==> src/hw/rtl/tccs_pkg.sv <==
package tccs_pkg;

    localparam int OP_W   = 2;
    localparam int BYTE_W = 8;
    localparam int CELL_W = 16;
    localparam int COL_PW = 7;
    localparam int ROW_PW = 5;

    localparam logic [BYTE_W-1:0] NEWLINE_CODE    = 8'd10;
    localparam logic [BYTE_W-1:0] BLANK_ATTRIBUTE = 8'h07;

    typedef enum logic [OP_W-1:0] {
        OP_PUT,
        OP_WRITE,
        OP_CURSOR,
        OP_READ
    } op_t;

    typedef enum logic [2:0] {
        ST_CLEAR,
        ST_IDLE,
        ST_EXEC,
        ST_READ,
        ST_SCROLL,
        ST_FINISH
    } state_t;

    typedef struct packed {
        logic capture;
        logic commit;
        logic scroll;
        logic finish_read;
        logic finish_scroll;
    } ctrl_cmd_t;

    typedef struct packed {
        logic is_read;
        logic need_scroll;
        logic sweep_done;
    } dp_status_t;

endpackage

==> src/hw/rtl/tccs_ctrl.sv <==
module tccs_ctrl (
    input  logic                  clk,
    input  logic                  rst_n,
    input  logic                  start,
    input  tccs_pkg::dp_status_t  status,
    output tccs_pkg::ctrl_cmd_t   cmd,
    output logic                  busy
);
    import tccs_pkg::*;

    state_t state_reg;
    state_t state_next;

    always_ff @(posedge clk or negedge rst_n)
    begin
        if (!rst_n)
        begin
            state_reg <= ST_CLEAR;
        end
        else
        begin
            state_reg <= state_next;
        end
    end

    always_comb
    begin
        state_next = state_reg;
        case (state_reg)
            ST_CLEAR:
            begin
                if (status.sweep_done)
                begin
                    state_next = ST_IDLE;
                end
            end
            ST_IDLE:
            begin
                if (start)
                begin
                    state_next = ST_EXEC;
                end
            end
            ST_EXEC:
            begin
                if (status.is_read)
                begin
                    state_next = ST_READ;
                end
                else if (status.need_scroll)
                begin
                    state_next = ST_SCROLL;
                end
                else
                begin
                    state_next = ST_IDLE;
                end
            end
            ST_READ:
            begin
                state_next = ST_IDLE;
            end
            ST_SCROLL:
            begin
                if (status.sweep_done)
                begin
                    state_next = ST_FINISH;
                end
            end
            ST_FINISH:
            begin
                state_next = ST_IDLE;
            end
            default:
            begin
                state_next = ST_IDLE;
            end
        endcase
    end

    always_comb
    begin
        cmd               = '0;
        busy              = 1'b1;
        case (state_reg)
            ST_IDLE:
            begin
                busy        = 1'b0;
                cmd.capture = start;
            end
            ST_EXEC:
            begin
                cmd.commit = !status.is_read && !status.need_scroll;
                cmd.scroll = !status.is_read && status.need_scroll;
            end
            ST_READ:
            begin
                cmd.finish_read = 1'b1;
            end
            ST_FINISH:
            begin
                cmd.finish_scroll = 1'b1;
            end
            default:
            begin
                cmd = '0;
            end
        endcase
    end

endmodule

==> config.mk <==
export PLATFORM = sky130hd
export DESIGN_NAME = tccs_ctrl
export DESIGN_NICKNAME = d
export VERILOG_FILES = /design/src/hw/rtl/tccs_pkg.sv /design/src/hw/rtl/tccs_ctrl.sv
export SDC_FILE = /design/constraint.sdc
export NUM_CORES = 1
export LEC_CHECK = 0
export ABC_AREA = 1
export BUFFER_PORTS_ARGS = -buffer_cell sky130_fd_sc_hd__buf_4
export CAP_MARGIN = 15
export CORE_AREA = 2 2 39 41
export CTS_CLUSTER_DIAMETER = 120
export DETAILED_ROUTE_END_ITERATION = 16
export DIE_AREA = 0 0 41 43
export GPL_TIMING_DRIVEN = 1
export PLACE_DENSITY_LB_ADDON = 0.25
export SYNTH_ARGS = -nofsm -noshare
export SYNTH_HDL_FRONTEND = slang
export SYNTH_SLANG_ARGS = --single-unit
==> constraint.sdc <==
create_clock -name clk -period 1.01 [get_ports clk]
set_clock_uncertainty 0.1 [all_clocks]
set_input_delay 0 -clock clk [delete_from_list [all_inputs] [get_ports clk]]
set_output_delay 0 -clock clk [all_outputs]
set_load 0.005 [all_outputs]
==> results.tsv <==
stage	metric	value	unit
run_status	status	complete, but fails checks	
run_status	violations	negative setup slack	
setup_path	worstPathCellList	nor2_2, nand2_2, nor3_2, buf_4	
clock_tree	cts.clk_slew.worst_paths	0.04	ns
route	drt_iter0_markers	1	
synthesis	ys_warn_count	0	
final_layout	n_fill_cell	145	
timing	relSlewSlack	0.889	
power_and_ir_drop	p_int	0.768	mW
die	core_area	1380	sq um
die	initial_core_util	0.147	
route	wire_per_inst	8.58	um
die	fp.dieArea	1760	sq um
placed_design	dp_hpwl	407	um
final_layout	layout_common_cells	buf_4, nand2_1, buf_6	
timing	setup_viol	9	
clock_tree	worstSkewPairLatency	0.24	ns
clock_tree	cts_tree	yes	
final_layout	final_cells	76	
power_and_ir_drop	p_clk_frac	0.175	
power_and_ir_drop	ir_drop	0.864	mV
synthesis	synth.avg_cell_area	6.37	sq um
die	fp-row-count	14	
route	antenna_left	0	
route	drcViolationCount	0	
timing	tightest_slew	0.167	ns
clock_tree	cts.path.max_buffers	2	
power_and_ir_drop	leakage	0.259	nW
timing	min_period_over_period	1.21	
power_and_ir_drop	powerDensity	2470	nW/um^2
synthesis	synthCells	32	
global_route	grt_pass1_vias	269	
power_and_ir_drop	p_switching	0.469	mW
final_layout	num-nets-final	67	
setup_path	critPathMaxFanout	4	
die	io_pins	12	
final_layout	area_growth	145	%
global_route	top_usage_layer	met2	
timing	setup-tns-final	-1.56	ns
global_route	antenna_found_initial	0	
setup_path	arrival	1.13	ns
min_path	min_path_type	input pin to flop	
timing	hold_violations	0	
route	routed_wl	652	um
synthesis	synth_area	204	sq um
final_layout	largest_reg_flops	3	
final_layout	final_common_cell	buf_4	
global_route	met2_usage	0.128	
global_route	grt_pass1_wl	1020	um
global_route	gr-usage-all-layers	0.0913	
timing	min_period	1.23	ns
setup_path	required	0.91	ns
placed_design	portBuffers	11	
route	post_drt_via_cell_ratio	3.93	
synthesis	seq_area_frac_synth	0.368	
timing	worst_slack	-0.216	ns
timing	fmax	816	MHz
power_and_ir_drop	swShare	0.379	
setup_path	cp-end-kind	output port	
timing	rsz0062_at_grt	true	
setup_path	slowest_stage	dfrtp_1	
clock_tree	clock-sinks	3	
setup_path	start_kind	flop	
power_and_ir_drop	seqPwrFrac	0.178	
global_route	met1_usage	0.103	
power_and_ir_drop	power_frac_comb	0.647	
setup_path	max_stage_delay	0.42	ns
timing	drv_slew	0	
setup_path	worstSetupPathType	flop to output port	
clock_tree	cts_buffers	3	
clock_tree	htree_levels	1	
placed_design	dp.cells	61	
run	cap_violations	0	
placed_design	gp_congestion	0.693	
clock_tree	root_buffer	clkbuf_4	
final_layout	drive_above_1_share	0.583	
synthesis	ys_types	11	
global_route	grt_use_met3	0.0628	
global_route	grt_max_degree	5	
synthesis	ys_ff_latch	3	
die	die_h	43	um
die	fp.dieW	41	um
synthesis	syn_nets	38	
route	dr.pass1.iters	2	
global_route	grt-ovfl-total	0	
route	vias	299	
final_layout	diodes	0	
## kinds of logic (layout without fill, tap and decap cells)
group                  Yosys count  count (layout)  share of synthesized area
AOI/OAI and AO/OA                1               1                     0.0245
buffers and inverters            6              34                      0.110
DFF                              3               3                      0.368
and+or+nand+nor                 22              22                      0.497
## per-stage QoR
step	hold slack (ns)	worst slack [ns]	total power, mW	cell area [sq um]	util
2_1_floorplan	-0.396	-0.00100	0.470	206	-
5_1_grt	0.0584	-0.308	1.35	500	0.362
3_3_place_gp	-0.309	-0.0782	0.688	324	0.234
6_report	0.0236	-0.216	1.24	500	0.362
3_5_place_dp	-0.305	-0.0788	0.686	324	0.234
4_1_cts	0.00745	-0.248	1.05	434	0.314
## routing by layer
metal  up-vias  part of all wire
li1        156                 -
met1       135              0.42
met2         6              0.51
met3         2             0.048
met4         0             0.015
met5         -                 0
## repair_timing
item | CTS | global route
endpoints found under the setup margin | 8 | 9
hold endpoints to repair | 6 | 0
setup buffers | 5 | 2
resized for setup | 3 | 13
hold buffers | 4 | 0
pin swaps | 4 | 3
## worst paths after layout
path / start / to / slack (ns) / cells past startpoint
worst min-delay path: status[2] / state_reg[1]$_DFFE_PN0P_ / 0.02 / 5
worst min register to register: state_reg[2]$_DFFE_PN0P_ / state_reg[2]$_DFFE_PN0P_ / 0.49 / 2
worst max-delay path: state_reg[2]$_DFFE_PN0P_ / cmd[3] / -0.22 / 4
worst max register to register: state_reg[2]$_DFFE_PN0P_ / state_reg[0]$_DFFE_PN0P_ / -0.21 / 7
max in group asynchronous: rst_n / state_reg[1]$_DFFE_PN0P_ / 0.10 / 3
min in group asynchronous: rst_n / state_reg[2]$_DFFE_PN0P_ / 0.55 / 3
## area by class of cell
cell class              count  area, sq um  share of cell area
flip-flops and latches      3         76.3               0.153
well taps                  16         20.0              0.0400
repair buffers             24          213               0.425
clock buffers               4         26.3              0.0525
multi-input cells          23          143               0.285
inverters                   6         22.5              0.0450
## cell usage after synthesis
| cell | instances | share of area |
|---|---|---|
| dfrtp_1 | 3 | 0.37 |
| inv_1 | 6 | 0.11 |
| nand2_1 | 10 | 0.18 |
| nand2_2 | 1 | 0.031 |
| nand3_1 | 1 | 0.025 |
| nand3_2 | 1 | 0.049 |
| nand4_1 | 1 | 0.031 |
| nor2_1 | 4 | 0.074 |
| nor2_2 | 1 | 0.031 |
| nor3_1 | 3 | 0.074 |
| o21ai_0 | 1 | 0.025 |
## worst max-delay path: cells and delay by family, from the launching register on
| family | cells | cell delay [ns] |
|---|---|---|
| buffers and inverters | 1 | 0.13 |
| flip-flops | 1 | 0.42 |
| AND/OR/NAND/NOR | 3 | 0.34 |
## power groups by stage
stage	clock, mW	combinational [mW]	sequential, mW
after floorplan	0	0.255	0.215
after global placement	0	0.459	0.229
after detailed placement	0	0.455	0.231
after CTS	0.226	0.611	0.212
after global routing	0.242	0.885	0.224
final	0.216	0.800	0.220
Power figures use the tool's default switching activity.
